### config.mk
export PLATFORM = sky130hd
export DESIGN_NAME = timezone_datetime_shift_top
export DESIGN_NICKNAME = d
export VERILOG_FILES = /design/src/design/tzds_pkg.sv /design/src/design/timezone_datetime_shift_top.sv /design/src/design/tzds_check.sv /design/src/design/tzds_sub_unit.sv
export SDC_FILE = /design/constraint.sdc
export NUM_CORES = 1
export LEC_CHECK = 0
export ABC_AREA = 1
export BUFFER_PORTS_ARGS = -buffer_cell sky130_fd_sc_hd__buf_2
export CORE_ASPECT_RATIO = 1.5
export CORE_MARGIN = 1.5
export CORE_UTILIZATION = 40
export CTS_CLUSTER_SIZE = 28
export DETAILED_ROUTE_END_ITERATION = 10
export PLACE_DENSITY_LB_ADDON = 0.05
export SLEW_MARGIN = 10
export SYNTH_ARGS = -nofsm -noshare
export SYNTH_HDL_FRONTEND = slang
export SYNTH_SLANG_ARGS = --single-unit
### constraint.sdc
create_clock -name clk -period 13.21 [get_ports clk]
set_clock_uncertainty 0.15 [all_clocks]
set_input_delay 1.9815 -clock clk [delete_from_list [all_inputs] [get_ports clk]]
set_output_delay 1.9815 -clock clk [all_outputs]
set_load 0.005 [all_outputs]
### src/design/tzds_pkg.sv
// Shared types, constants and calendar tables for the time zone shift block.
// Used by tzds_check and timezone_datetime_shift_top.
`default_nettype none
package tzds_pkg;

  localparam int unsigned MIN_PER_DAY = 1440;

  // All lengths below are in minutes.
  localparam logic [27:0] CENT_MIN      = 28'd52596000;
  localparam logic [25:0] QUAD_MIN      = 26'd2103840;
  localparam logic [25:0] YEAR_MIN      = 26'd525600;
  localparam logic [25:0] LEAP_YEAR_MIN = 26'd527040;
  localparam logic [25:0] DAY_MIN       = 26'd1440;
  localparam logic [25:0] HOUR_MIN      = 26'd60;

  localparam logic [3:0] MONTH_FEB = 4'd2;
  localparam logic [3:0] MONTH_APR = 4'd4;
  localparam logic [3:0] MONTH_JUN = 4'd6;
  localparam logic [3:0] MONTH_SEP = 4'd9;
  localparam logic [3:0] MONTH_NOV = 4'd11;
  localparam logic [3:0] MONTH_DEC = 4'd12;

  typedef struct packed {
    logic        ok;
    logic [15:0] days;
    logic [10:0] tod;
  } chk_res_t;

  // Days before the first of a month in a common year.
  function automatic logic [8:0] month_start(input logic [3:0] mo);
    logic [8:0] r;
    unique case (mo)
      4'd1:    r = 9'd0;
      4'd2:    r = 9'd31;
      4'd3:    r = 9'd59;
      4'd4:    r = 9'd90;
      4'd5:    r = 9'd120;
      4'd6:    r = 9'd151;
      4'd7:    r = 9'd181;
      4'd8:    r = 9'd212;
      4'd9:    r = 9'd243;
      4'd10:   r = 9'd273;
      4'd11:   r = 9'd304;
      4'd12:   r = 9'd334;
      default: r = 9'd0;
    endcase
    return r;
  endfunction

  function automatic logic [4:0] month_days(input logic [3:0] mo, input logic leap);
    logic [4:0] r;
    if (mo == MONTH_FEB) begin
      r = leap ? 5'd29 : 5'd28;
    end else if (mo == MONTH_APR || mo == MONTH_JUN || mo == MONTH_SEP ||
                 mo == MONTH_NOV) begin
      r = 5'd30;
    end else begin
      r = 5'd31;
    end
    return r;
  endfunction

  function automatic logic [25:0] month_minutes(input logic [3:0] mo, input logic leap);
    logic [25:0] r;
    unique case (month_days(mo, leap))
      5'd28:   r = 26'd40320;
      5'd29:   r = 26'd41760;
      5'd30:   r = 26'd43200;
      default: r = 26'd44640;
    endcase
    return r;
  endfunction

endpackage
`default_nettype wire

### src/design/timezone_datetime_shift_top.sv
// A rejected or flagged-invalid word goes from idle straight to the done state; an
// adjusted word first passes the calc, wrap, four-year block, year, month, day and hour
// states, stepping off one unit per compare. One word is in work at a time; the next is
// taken on the cycle after the result moves to the output register. The single compare
// and subtract unit serves every stepping state. Synchronous active-low reset clears the
// sequencer, the output handshake and the offset register (offset 0).
`default_nettype none
module timezone_datetime_shift_top (
  input  logic        clk,
  input  logic        rst_n,
  input  logic        cfg_valid,
  output logic        cfg_ready,
  input  logic [15:0] cfg_data,
  input  logic        in_tvalid,
  output logic        in_tready,
  input  logic        in_valid,
  input  logic [6:0]  in_year,
  input  logic [3:0]  in_month,
  input  logic [4:0]  in_day,
  input  logic [4:0]  in_hours,
  input  logic [5:0]  in_minutes,
  input  logic [5:0]  in_seconds,
  output logic        out_tvalid,
  input  logic        out_tready,
  output logic        out_valid,
  output logic        out_adjusted,
  output logic [6:0]  out_year,
  output logic [3:0]  out_month,
  output logic [4:0]  out_day,
  output logic [4:0]  out_hours,
  output logic [5:0]  out_minutes,
  output logic [5:0]  out_seconds
);
  import tzds_pkg::*;

  localparam logic [3:0] S_IDLE = 4'd0;
  localparam logic [3:0] S_CALC = 4'd1;
  localparam logic [3:0] S_WRAP = 4'd2;
  localparam logic [3:0] S_QUAD = 4'd3;
  localparam logic [3:0] S_YEAR = 4'd4;
  localparam logic [3:0] S_MON  = 4'd5;
  localparam logic [3:0] S_DAY  = 4'd6;
  localparam logic [3:0] S_HOUR = 4'd7;
  localparam logic [3:0] S_DONE = 4'd8;

  logic [3:0]  state_r, state_nxt;
  logic [15:0] offset_r, offset_nxt;
  logic        out_tvalid_r, out_tvalid_nxt;

  logic [15:0] days_r, days_nxt;
  logic [10:0] tod_r, tod_nxt;
  logic [27:0] rem_r, rem_nxt;
  logic        vld_r, vld_nxt;
  logic        adj_r, adj_nxt;
  logic [6:0]  year_r, year_nxt;
  logic [3:0]  mon_r, mon_nxt;
  logic [4:0]  day_r, day_nxt;
  logic [4:0]  hour_r, hour_nxt;
  logic [5:0]  min_r, min_nxt;
  logic [5:0]  sec_r, sec_nxt;

  logic        o_vld_r, o_vld_nxt;
  logic        o_adj_r, o_adj_nxt;
  logic [6:0]  o_year_r, o_year_nxt;
  logic [3:0]  o_mon_r, o_mon_nxt;
  logic [4:0]  o_day_r, o_day_nxt;
  logic [4:0]  o_hour_r, o_hour_nxt;
  logic [5:0]  o_min_r, o_min_nxt;
  logic [5:0]  o_sec_r, o_sec_nxt;

  chk_res_t    chk;
  logic [25:0] len;
  logic        ge;
  logic [25:0] diff;
  logic [25:0] day_mins;
  logic        out_free;

  tzds_check u_check (
    .in_valid   (in_valid),
    .in_year    (in_year),
    .in_month   (in_month),
    .in_day     (in_day),
    .in_hours   (in_hours),
    .in_minutes (in_minutes),
    .in_seconds (in_seconds),
    .res        (chk)
  );

  always_comb begin
    unique case (state_r)
      S_QUAD:  len = QUAD_MIN;
      S_YEAR:  len = (year_r[1:0] == 2'd0) ? LEAP_YEAR_MIN : YEAR_MIN;
      S_MON:   len = month_minutes(mon_r, year_r[1:0] == 2'd0);
      S_HOUR:  len = HOUR_MIN;
      default: len = DAY_MIN;
    endcase
  end

  tzds_sub_unit u_sub (
    .rem  (rem_r[25:0]),
    .len  (len),
    .ge   (ge),
    .diff (diff)
  );

  assign day_mins   = 26'(days_r) * 26'(MIN_PER_DAY);
  assign out_free   = !out_tvalid_r || out_tready;
  assign in_tready  = (state_r == S_IDLE);
  assign cfg_ready  = 1'b1;

  always_comb begin
    state_nxt      = state_r;
    offset_nxt     = offset_r;
    out_tvalid_nxt = out_tvalid_r && !out_tready;
    days_nxt = days_r;  tod_nxt  = tod_r;  rem_nxt  = rem_r;
    vld_nxt  = vld_r;   adj_nxt  = adj_r;  year_nxt = year_r;
    mon_nxt  = mon_r;   day_nxt  = day_r;  hour_nxt = hour_r;
    min_nxt  = min_r;   sec_nxt  = sec_r;
    o_vld_nxt = o_vld_r;   o_adj_nxt  = o_adj_r;  o_year_nxt = o_year_r;
    o_mon_nxt = o_mon_r;   o_day_nxt  = o_day_r;  o_hour_nxt = o_hour_r;
    o_min_nxt = o_min_r;   o_sec_nxt  = o_sec_r;

    if (cfg_valid) begin
      offset_nxt = cfg_data;
    end

    unique case (state_r)
      S_IDLE: begin
        if (in_tvalid) begin
          vld_nxt  = in_valid;
          adj_nxt  = chk.ok;
          days_nxt = chk.days;
          tod_nxt  = chk.tod;
          year_nxt = in_year;
          mon_nxt  = in_month;
          day_nxt  = in_day;
          hour_nxt = in_hours;
          min_nxt  = in_minutes;
          sec_nxt  = in_seconds;
          if (chk.ok) begin
            year_nxt  = 7'd0;
            mon_nxt   = 4'd1;
            day_nxt   = 5'd1;
            hour_nxt  = 5'd0;
            state_nxt = S_CALC;
          end else begin
            state_nxt = S_DONE;
          end
        end
      end
      S_CALC: begin
        // Minutes since the start of year 0, shifted by the signed offset.
        rem_nxt   = {2'b00, day_mins} + {17'd0, tod_r} + {{12{offset_r[15]}}, offset_r};
        state_nxt = S_WRAP;
      end
      S_WRAP: begin
        if (rem_r[27]) begin
          rem_nxt = rem_r + CENT_MIN;
        end else if (rem_r >= CENT_MIN) begin
          rem_nxt = rem_r - CENT_MIN;
        end
        state_nxt = S_QUAD;
      end
      S_QUAD: begin
        if (ge) begin
          rem_nxt  = {2'b00, diff};
          year_nxt = year_r + 7'd4;
        end else begin
          state_nxt = S_YEAR;
        end
      end
      S_YEAR: begin
        if (ge) begin
          rem_nxt  = {2'b00, diff};
          year_nxt = year_r + 7'd1;
        end else begin
          state_nxt = S_MON;
        end
      end
      S_MON: begin
        // December takes whatever is left.
        if (ge && mon_r != MONTH_DEC) begin
          rem_nxt = {2'b00, diff};
          mon_nxt = mon_r + 4'd1;
        end else begin
          state_nxt = S_DAY;
        end
      end
      S_DAY: begin
        if (ge) begin
          rem_nxt = {2'b00, diff};
          day_nxt = day_r + 5'd1;
        end else begin
          state_nxt = S_HOUR;
        end
      end
      S_HOUR: begin
        if (ge) begin
          rem_nxt  = {2'b00, diff};
          hour_nxt = hour_r + 5'd1;
        end else begin
          min_nxt   = rem_r[5:0];
          state_nxt = S_DONE;
        end
      end
      S_DONE: begin
        if (out_free) begin
          o_vld_nxt      = vld_r;
          o_adj_nxt      = adj_r;
          o_year_nxt     = year_r;
          o_mon_nxt      = mon_r;
          o_day_nxt      = day_r;
          o_hour_nxt     = hour_r;
          o_min_nxt      = min_r;
          o_sec_nxt      = sec_r;
          out_tvalid_nxt = 1'b1;
          state_nxt      = S_IDLE;
        end
      end
      default: begin
        state_nxt = S_IDLE;
      end
    endcase
  end

  always_ff @(posedge clk) begin
    if (!rst_n) begin
      state_r      <= S_IDLE;
      offset_r     <= 16'd0;
      out_tvalid_r <= 1'b0;
    end else begin
      state_r      <= state_nxt;
      offset_r     <= offset_nxt;
      out_tvalid_r <= out_tvalid_nxt;
    end
  end

  always_ff @(posedge clk) begin
    days_r <= days_nxt;  tod_r  <= tod_nxt;  rem_r  <= rem_nxt;
    vld_r  <= vld_nxt;   adj_r  <= adj_nxt;  year_r <= year_nxt;
    mon_r  <= mon_nxt;   day_r  <= day_nxt;  hour_r <= hour_nxt;
    min_r  <= min_nxt;   sec_r  <= sec_nxt;
    o_vld_r  <= o_vld_nxt;   o_adj_r  <= o_adj_nxt;  o_year_r <= o_year_nxt;
    o_mon_r  <= o_mon_nxt;   o_day_r  <= o_day_nxt;  o_hour_r <= o_hour_nxt;
    o_min_r  <= o_min_nxt;   o_sec_r  <= o_sec_nxt;
  end

  assign out_tvalid   = out_tvalid_r;
  assign out_valid    = o_vld_r;
  assign out_adjusted = o_adj_r;
  assign out_year     = o_year_r;
  assign out_month    = o_mon_r;
  assign out_day      = o_day_r;
  assign out_hours    = o_hour_r;
  assign out_minutes  = o_min_r;
  assign out_seconds  = o_sec_r;

`ifndef SYNTHESIS
  // After the century wrap the remainder is a nonnegative minute count below one century.
  a_wrap_range: assert property (@(posedge clk) disable iff (!rst_n)
    (state_r == S_WRAP) |=> (!rem_r[27] && rem_r < CENT_MIN))
    else $error("remainder out of century range after wrap");

  // Four-year blocks always start on a leap year.
  a_quad_align: assert property (@(posedge clk) disable iff (!rst_n)
    (state_r == S_QUAD) |-> (year_r[1:0] == 2'd0))
    else $error("year not aligned during block stepping");

  // Only a minute of the day can be left once the hour stepping starts.
  a_hour_rem: assert property (@(posedge clk) disable iff (!rst_n)
    (state_r == S_HOUR) |-> (rem_r < {2'b00, DAY_MIN}))
    else $error("more than one day left at hour stepping");

  // A taken word always leaves the idle state.
  a_accept_busy: assert property (@(posedge clk) disable iff (!rst_n)
    (in_tvalid && in_tready) |=> (state_r == S_CALC || state_r == S_DONE))
    else $error("accepted word did not start work");
`endif

endmodule
`default_nettype wire

### src/design/tzds_check.sv
// Range check of one UTC word and its day number and minute of day.
// Depends on tzds_pkg for the calendar tables and the result struct.
`default_nettype none
module tzds_check (
  input  logic              in_valid,
  input  logic [6:0]        in_year,
  input  logic [3:0]        in_month,
  input  logic [4:0]        in_day,
  input  logic [4:0]        in_hours,
  input  logic [5:0]        in_minutes,
  input  logic [5:0]        in_seconds,
  output tzds_pkg::chk_res_t res
);
  import tzds_pkg::*;

  logic        leap;
  logic [15:0] year_days;
  logic [15:0] leap_days;
  logic        feb_fix;

  assign leap      = (in_year[1:0] == 2'd0);
  assign year_days = 16'(in_year) * 16'd365;
  assign leap_days = 16'((8'(in_year) + 8'd3) >> 2);
  assign feb_fix   = leap && (in_month > MONTH_FEB);

  always_comb begin
    res.ok = in_valid && (in_year <= 7'd99) && (in_month >= 4'd1) &&
             (in_month <= MONTH_DEC) && (in_day >= 5'd1) &&
             (in_day <= month_days(in_month, leap)) && (in_hours <= 5'd23) &&
             (in_minutes <= 6'd59) && (in_seconds <= 6'd59);
    res.days = year_days + leap_days + 16'(month_start(in_month)) +
               16'(in_day) - 16'd1 + 16'(feb_fix);
    res.tod  = 11'(in_hours) * 11'd60 + 11'(in_minutes);
  end

endmodule
`default_nettype wire

### src/design/tzds_sub_unit.sv
// Shared compare and subtract unit used by every stepping phase of the date rebuild.
// Depends on nothing beyond its ports.
`default_nettype none
module tzds_sub_unit (
  input  logic [25:0] rem,
  input  logic [25:0] len,
  output logic        ge,
  output logic [25:0] diff
);
  logic [26:0] wide;

  assign wide = {1'b0, rem} - {1'b0, len};
  assign ge   = !wide[26];
  assign diff = wide[25:0];

endmodule
`default_nettype wire
# Word level (Yosys, flattened, before mapping)
# Memories as Yosys holds them, arrays and structs flattened.
# Index checks and enable logic that the tools add are counted.
op_classes:
  add_sub_neg: 17
  multipliers: 3
  n_lt_le_gt_ge: 10
  n_eq_ne: 36
  mux: 46
  n_reduce_logical: 40
ops:
  columns: ["cell", "n"]
  rows:
  - ["28-bit two-way mux", 4]
  - ["28-bit case mux with 4 select lines", 1]
  - ["22-bit case mux with 4 select lines", 1]
  - ["4-bit two-way mux", 11]
  - ["14-bit case mux with 3 select lines", 1]
  - ["4-bit case mux with 9 select lines", 1]
  - ["5-bit two-way mux", 7]
  - ["4-bit by 3-bit equality test with 1-bit output, second input constant", 8]
  - ["27-bit by 28-bit adder with 28-bit output", 1]
  - ["28-bit by 26-bit adder with 28-bit output, second input constant", 1]
  - ["28-bit by 26-bit >= comparator with 1-bit output, second input constant", 1]
  - ["7-bit two-way mux", 4]
  - ["28-bit by 26-bit subtractor with 28-bit output, second input constant", 1]
  - ["26-bit by 11-bit adder with 27-bit output", 1]
  - ["26-bit by 22-bit subtractor with 27-bit output", 1]
  - ["16-bit by 6-bit multiplier with 21-bit output, second input constant", 1]
  - ["7-bit case mux with 3 select lines", 1]
  - ["4-bit equality test, second input constant", 5]
  - ["5-bit case mux with 2 select lines", 2]
  - ["2-bit inequality test, second input constant", 9]
  - ["16-bit by 1-bit adder with 16-bit output", 1]
  - ["16-bit by 14-bit adder with 16-bit output", 1]
  - ["16-bit by 5-bit adder with 16-bit output", 1]
  - ["16-bit by 9-bit adder with 16-bit output", 1]
  - ["other kinds (42)", 86]
totals:
  register_bits: 146
  romBits: 144
  in_bits: 55
  output_inout_bits: 38
  elab_cells: 176
  memories: 1
memory_table:
  columns: ["memory", "words", "width", "read_ports", "rd_ports_with_merged_regs", "write_ports", "line_no", "rtl"]
  rows:
  - ["(name not given)", 16, 9, 1, 0, 0, "tzds_pkg.sv:32", "unique case (mo)"]

# Depth between registers and ports, before layout
# Gate-level depths: netlist (run 1).
logic_depth:
  depth_word: 15
  ltp_mapped: 28

# By module
# From an unflattened synthesis (run 1), not the netlist that was laid out.
unflattened:
  hier_cells: 2345
  hier_area_um2: 17180.2
modules_own_cells:
  columns: ["module", "instances", "cells_per_inst", "area_per_inst_um2", "seq_area_each_um2"]
  rows:
  - ["timezone_datetime_shift_top", 1, 1470, 11468.5, 4174.0]
  - ["tzds_check", 1, 488, 3724.8, 0.0]
  - ["tzds_sub_unit", 1, 387, 1986.9, 0.0]

# Least setup slack after synthesis (run 1)
# Ideal clock, no wire load.
synth_timing:
  path_type: "input to register"
  from: "input in_month[3]"
  to: "register days_r[11] (data pin)"
  setup_ps: 259
  t_arrival_ps: 6035
  required_time_ps: 12801
  setup_slack_ps: 6766
  stages: 19
  path_cell_list: "buf_2 > inv_1 > nor2_1 > inv_1 > o22ai_1 > nor2_1 > fa_1 > fa_1 > fa_1 > fa_1 > fa_1 > ha_1 > a21oi_1 > nand2_1 > nand3_1 > nand2_1 > nand3_1 > nand2_1 > xor2_1"
synth_rtl:
  columns: ["item", "line_no", "rtl"]
  rows:
  - ["from (decl)", "timezone_datetime_shift_top.sv:18", "input logic [3:0] in_month,"]
  - ["to (signal assigned)", "timezone_datetime_shift_top.sv:239", "days_r <= days_nxt; tod_r <= tod_nxt; rem_r <= rem_nxt;"]
  - ["to (decl)", "timezone_datetime_shift_top.sv:50", "logic [15:0] days_r, days_nxt;"]

==> summary.md, run 1 <==
| Metric | Value |
|---|---|
| Sequential fraction of the synthesis area | `approximately a quarter` |
| Hold Fails Final Rpt | `0` |
| Commonest non-fill, non-tap cell in the layout | `nand2_1` |
| Yosys top cell area share | `between 20% and 30%` |
| Vias in the first global route | `~15k` |
| Simple-Gate Fraction of Synth Area | `between 20% and 30%` |
| Port-buffer cells | `91` |
| Initial Utilization | `between 40% and 50%` |
| Tcrit/Tclk final | `50.3%` |
| FF-to-FF Start | `days_r[1]` |
| Largest family of logic cells by synthesized area | `simple AND/OR/NAND/NOR gates` |
| Number of flops mapped to enable cells by yosys | `around 130` |
| Syn. warnings | `0` |
| Reg clk slew, reported paths | `80 ps` |
| Most frequent cells in the layout | `nand2_1 (454), inv_1 (339), ha_1 (198), nor2_1 (197), nand3_1 (188)` |
| CTS H-Tree Depth | `4` |
| CP Capture Type | `flop` |
| Worst setup SP type | `input pin` |
| Asr flop ratio synth | `0%` |
| Status | `finished clean` |
| Gp weighted congestion | `0.959` |
| Worst EP required | `between 10,000 and 15,000 ps` |
| Critical Path Sink | `days_r[11]` |
| Synth Cell Area | `~17,000 um^2` |
| Crit. Startpoint | `in_month[1]` |
| CTS sink cnt | `roughly 150` |
| CTS root buffer | `clkbuf_16` |
| Post-route minimum period | `~6600 ps` |
| Hold Crit Class | `reg -> reg` |
| Antenna violation net count after detailed routing | `0` |
| Worst-Margin Slew | `around 1200 ps` |
| Compound-Gate Fraction of Synth Area | `10.5%` |
| Die ar. | `about 43,000 um^2` |
| Register bit total from synthesis | `146` |
| Cell variety after synth | `58` |
| Adder-Cell Fraction of Synth Area | `between 20% and 30%` |
| RSZ-0062 raised after global routing | `no` |
| R2R depth | `25` |
| Core area | `approximately 41,000 um^2` |
| Longest Clk Path Bufs | `2` |
| Mapped Cells | `~2.2k` |
| Worst EP arrival | `about 6700 ps` |
| CTS Hold Bufs | `0` |
| Global-route wire length before repair | `around 81,000 um` |
| Most area-hungry cell type in the Yosys netlist | `edfxtp_1` |
| Top FF cell, synth | `edfxtp_1` |
| Io pins | `slightly above 90` |
| Initial antenna violation count | `9` |
| CTS tree | `yes` |
| Cts bufs inserted | `17` |
| HPWL Detailed | `44,400 um` |
| Final hold slack | `270 ps` |
| Largest net degree at the start of global routing | `37` |
| Final WL | `around 53,000 um` |
| Post_cts resized | `0` |
| Share of layout cells above drive strength 1 | `between 9 and 10%` |
| Fraction of synthesized cell area in xor and xnor cells | `3.28%` |
| Row count | `just over 90` |
| R2r setup slk | `7590 ps` |
| Post-route DRC | `0` |
| Wirelength per Cell | `19.0 um` |
| Final setup violation count | `0` |
| Setup TNS | `0 ps` |
| Postcts setup bufs | `0` |
| Drt first-iter violations | `slightly below 900` |
| Total track usage | `about 25%` |
| Vias | `14.7k` |
| Worst R2R End | `rem_r[27]` |
| Pins Over Slew Limit | `0` |
| Area grow syn2layout | `8.99%` |
| WS Path Type | `in -> reg` |
| Post-Syn Nets | `2,509` |
| Grt ovf | `0` |
| Die Y | `between 200 and 300 um` |
| Fmax | `between 0.15 and 0.2 GHz` |
| DIE WIDTH | `roughly 170 um` |
| CP Max Fanout | `11` |
| Largest cells by area after synthesis | `edfxtp_1 (23%), ha_1 (15%), nand2_1 (10%)` |
| Nets@finish | `~2.6k` |
| Via density per instance | `5.28` |
| Max-cap viol count | `0` |
| Post-synthesis mux area share | `0%` |
| Worst slew margin | `20.2%` |
| First-pass DRT Iterations | `6` |
| Average size of a mapped cell | `roughly 7.6 um^2` |
| Clock Latency Late Sink | `450 ps` |
==> cell type report <==
cell class	count	area, um^2
Inverter	373	1410
Tap cell	511	639
Clock buffer	17	425
Sequential cell	146	4170
Multi-Input combinational cell	1621	10800
Antenna cell	3	7.51
Clock inverter	15	175
Timing Repair Buffer	93	470
Fill cell	4273	22900
==> critical path: stages <==
cell     delay (ps)
buf_2           140
inv_1           290
ha_1            280
nor2_1           80
nor2_1          210
fa_1            470
fa_1            540
fa_1            440
fa_1            520
fa_1            490
ha_1            370
a21oi_1         250
nand2_1         160
nand3_1          90
nand2_1          80
nand3_1          80
nand2_1          60
xor2_1          140
==> flip-flops by register name, indices dropped and copies added, names as in the netlist, 4 cells and up <==
register,flops
day_r,5
days_r,16
hour_r,5
min_r,6
mon_r,4
offset_r,16
out_day,5
out_hours,5
out_minutes,6
out_month,4
out_seconds,6
out_year,7
rem_r,28
sec_r,6
state_r,4
tod_r,11
year_r,7
==> worst min path at each step <==
stage,from,endpoint,slack [ps],depth (start not counted)
after floorplan,adj_r,out_adjusted,250,0
after global placement,sec_r[2],out_seconds[2],250,0
after detailed placement,adj_r,out_adjusted,250,0
after CTS,sec_r[4],out_seconds[4],270,0
after global routing,sec_r[2],out_seconds[2],280,0
final,adj_r,out_adjusted,270,0
==> cell usage after synthesis (all sizes together) (28+ instances only) <==
| library cell | count |
|---|---|
| nand3 | 195 |
| buf | 28 |
| ha | 198 |
| o21ai | 123 |
| fa | 82 |
| xor2 | 41 |
| inv | 371 |
| edfxtp | 125 |
| nand2 | 467 |
| a21oi | 124 |
| nand4 | 37 |
| nor2 | 224 |
==> per-layer routing <==
layer | routed length [um] | vias to the layer above | track usage (%)
li1 | - | 7323 | -
met1 | 19300 | 6896 | 25.8
met2 | 28600 | 296 | 48.6
met3 | 1510 | 136 | 2.99
met4 | 3340 | 12 | 15.4
met5 | 87 | - | 0
==> cells by family after synthesis <==
group	Yosys count
and+or+nand+nor	966
buffers and inverters	407
AOI/OAI and AO/OA	312
adders and majority gates	280
DFF	146
xor gates and xnor gates	62
other	1
==> metrics by stage <==
stage	area, um^2	cells	util [%]	setup WS, ps
after floorplan	16600	2174	-	6770
after global placement	17500	2744	42.6	6130
after detailed placement	17500	2744	42.6	6060
after CTS	18100	2776	44.1	6530
after global routing	18100	2777	44.1	6270
final	18100	2779	44.1	6570
Power of run 1 is left out: the tool's default activity adds up to more than one toggle a clock period on the data nets, which glitch-free logic cannot reach.
==> inputs of run 2 (changes only) <==
==> constraint.sdc (replaced) <==
create_clock -name clk -period 5.6 [get_ports clk]
set_clock_uncertainty 0.15 [all_clocks]
set_input_delay 0.84 -clock clk [delete_from_list [all_inputs] [get_ports clk]]
set_output_delay 0.84 -clock clk [all_outputs]
set_load 0.005 [all_outputs]
==> run 2 against run 1 <==
Sequential share of layout area is 0.41 points lower. Critical path depth is 4 higher. Hold slack better by 2.6 ps. Worst setup slack worse by 6300 ps. Register-to-register slack worse by 7300 ps. Sequential cell count stayed put. Die area stayed put. Global-route usage is 0.27 points lower.
==> summary.md, run 2 (same netlist as run 1, synthesis figures left out) <==
| Metric | Value |
|---|---|
| HPWL Detailed | `44,000 um (-0.81%)` |
| Drt first-iter violations | `878 (unchanged)` |
| ANT cells | `0 (-3)` |
| Clock Latency Late Sink | `450 ps (about the same)` |
| Post-route DRC | `0 (unchanged)` |
| CTS H-Tree Depth | `4 (unchanged)` |
| Fmax | `approximately 0.19 GHz` |
| Worst EP arrival | `5330 ps (-1360 ps)` |
| Vias in the first global route | `14.9k (+0.59%)` |
| Wirelength per Cell | `18.7 um (-1.5%)` |
| Global Route met3 Usage | `3.41% (+0.42 points)` |
| Critical path cell sequence | `ha_4 > inv_1 > fa_1 > fa_1 > inv_1 > ha_1 > a21oi_1 > nand2_1 > nand2_1 > nand3_1 > a21oi_2 > o21ai_0 > xnor2_1 > inv_1 > ha_1 > ha_2 > a21oi_2 > o21ai_0 > a21oi_1 > nand4_1 > nand3_1 > nand4_1` |
| Nets@finish | `2,614 (+1.0%)` |
| Worst slew margin | `28.3% (+8.1 points)` |
| Final Cell Area | `18,400 um^2 (+1.8%)` |
| Largest Register | `rem_r` |
| Vias | `14.8k (+0.61%)` |
| CTS root buffer | `clkbuf_16` |
| Placed cell area | `17,600 um^2 (+0.99%)` |
| Share of layout cells above drive strength 1 | `11.6% (+1.9 points)` |
| Port-buffer cells | `91 (unchanged)` |
| Crit path top cell by count | `inv_1` |
| Antenna violation net count after detailed routing | `0 (unchanged)` |
| Commonest non-fill, non-tap cell in the layout | `nand2_1` |
| Longest Clk Path Bufs | `2 (unchanged)` |
| Flip-flop and latch area | `4170 um^2 (unchanged)` |
| Multi-input gate area | `10,900 um^2 (+0.98%)` |
| Fillers | `4,273 (unchanged)` |
| Area grow syn2layout | `11.0%` |
| Largest register FFs | `28 (unchanged)` |
| Met2 Resource Use GR | `47.2% (-1.3 points)` |
| CP delay by family, top | `adder cells` |
| First-pass DRT Iterations | `8 (+2)` |
| Worst-Margin Slew | `1070 ps (-125 ps)` |
| Max-cap viol count | `0 (unchanged)` |
| Tcrit/Tclk final | `around 95%` |
| Core area | `41,000 um^2 (unchanged)` |
| CP Capture Type | `flop` |
| Worst setup SP type | `flop` |
| Final WL | `52,600 um (-0.69%)` |
| Grt peak-use layer | `met2` |
| CTS sink cnt | `146 (unchanged)` |
| Pins Over Slew Limit | `0 (unchanged)` |
| Cts bufs inserted | `17 (unchanged)` |
| Worst Path Buf+Inv | `3 (+1)` |
| CTS tree | `yes` |
| Hold Fails Final Rpt | `0 (unchanged)` |
| Worst EP required | `5630 ps (-7630 ps)` |
| Gp weighted congestion | `0.963 (+0.42%)` |
| Hold Crit Class | `reg -> reg` |
| Final setup violation count | `0 (unchanged)` |
| CP peak stage delay | `510 ps (-30 ps)` |
| Post-route minimum period | `approximately 5300 ps` |
| CP max-delay cell | `fa_1` |
| Io pins | `93 (unchanged)` |
| Largest net degree at the start of global routing | `36 (-2.7%)` |
| Total track usage | `25.0% (-0.27 points)` |
| Most frequent cells in the layout | `nand2_1 (453), inv_1 (339), nor2_1 (196), ha_1 (189), nand3_1 (188)` |
| Status | `finished clean` |
| Grt ovf | `0 (unchanged)` |
| DIE WIDTH | `169 um (unchanged)` |
| WS Path Type | `reg -> reg` |
| Via density per instance | `5.26 (-0.25%)` |
| Met1 Resource Use GR | `25.8% (about the same)` |
| Global-route wire length before repair | `81,000 um (-0.60%)` |
| Die Y | `252 um (unchanged)` |
| CP Max Fanout | `5 (-6)` |
| Top flop regs | `rem_r (28), days_r (16), offset_r (16)` |
| Die ar. | `42,700 um^2 (unchanged)` |
| Reg clk slew, reported paths | `80 ps (about the same)` |
| Row count | `91 (unchanged)` |
| Initial Utilization | `40.4% (unchanged)` |
| Initial antenna violation count | `7 (-2)` |
run 2: cell type report:
cell class | instances | share of cell area (%)
repair buffers | 120 | 3.66
flip-flops and latches | 146 | 22.7
clock inverters | 15 | 1.10
clock buffers | 17 | 2.31
inverters | 373 | 7.68
well taps | 511 | 3.48
multi-input cells | 1621 | 59.1
run 2: metrics by stage:
stage / hold slack [ps] / setup WS, ps / TNS, ps / utilization, % / cells
4_1_cts: 275 / 137 / 0 / 44.5 / 2799
6_report: 273 / 300 / 0 / 44.9 / 2803
5_1_grt: 283 / -3.54 / -5.16 / 44.9 / 2803
3_5_place_dp: 255 / 35.2 / 0 / 43.0 / 2767
2_1_floorplan: 250 / 298 / 0 / - / 2174
3_3_place_gp: 250 / 63.4 / 0 / 43.0 / 2767
run 2: repair_timing:
| action | CTS | global route |
|---|---|---|
| gates resized for setup | 0 | 22 |
| hold buffers | 0 | 0 |
| setup endpoints to repair | 0 | 7 |
| buffers inserted | 0 | 4 |
run 2: worst register-to-register path, stage by stage, from the launching register on:
cell and delay, ps:
edfxtp_1 440, ha_4 300, inv_1 50, fa_1 490
fa_1 510, inv_1 40, ha_1 340, a21oi_1 140
nand2_1 120, nand2_1 80, nand3_1 110, a21oi_2 180
o21ai_0 110, xnor2_1 220, inv_1 80, ha_1 280
ha_2 330, a21oi_2 170, o21ai_0 130, a21oi_1 350
nand4_1 160, nand3_1 160, nand4_1 90
run 2: layer usage:
layer | vias to the layer above | part of all wire (%)
met3 | 162 | 3.5
met5 | - | 0.18
met2 | 407 | 53
met1 | 6802 | 37
met4 | 14 | 6.7
li1 | 7367 | -
run 2: path summary, 6_finish.rpt:
kind | startpoint | endpoint | slack (ps) | cells past startpoint
worst min register to register | sec_r[2] | out_seconds[2] | 270 | 0
worst max register to register | days_r[4] | rem_r[23] | 300 | 22
worst min-delay path | sec_r[2] | out_seconds[2] | 270 | 0
worst max-delay path | days_r[4] | rem_r[23] | 300 | 22
Power of run 2 is left out for the same reason.
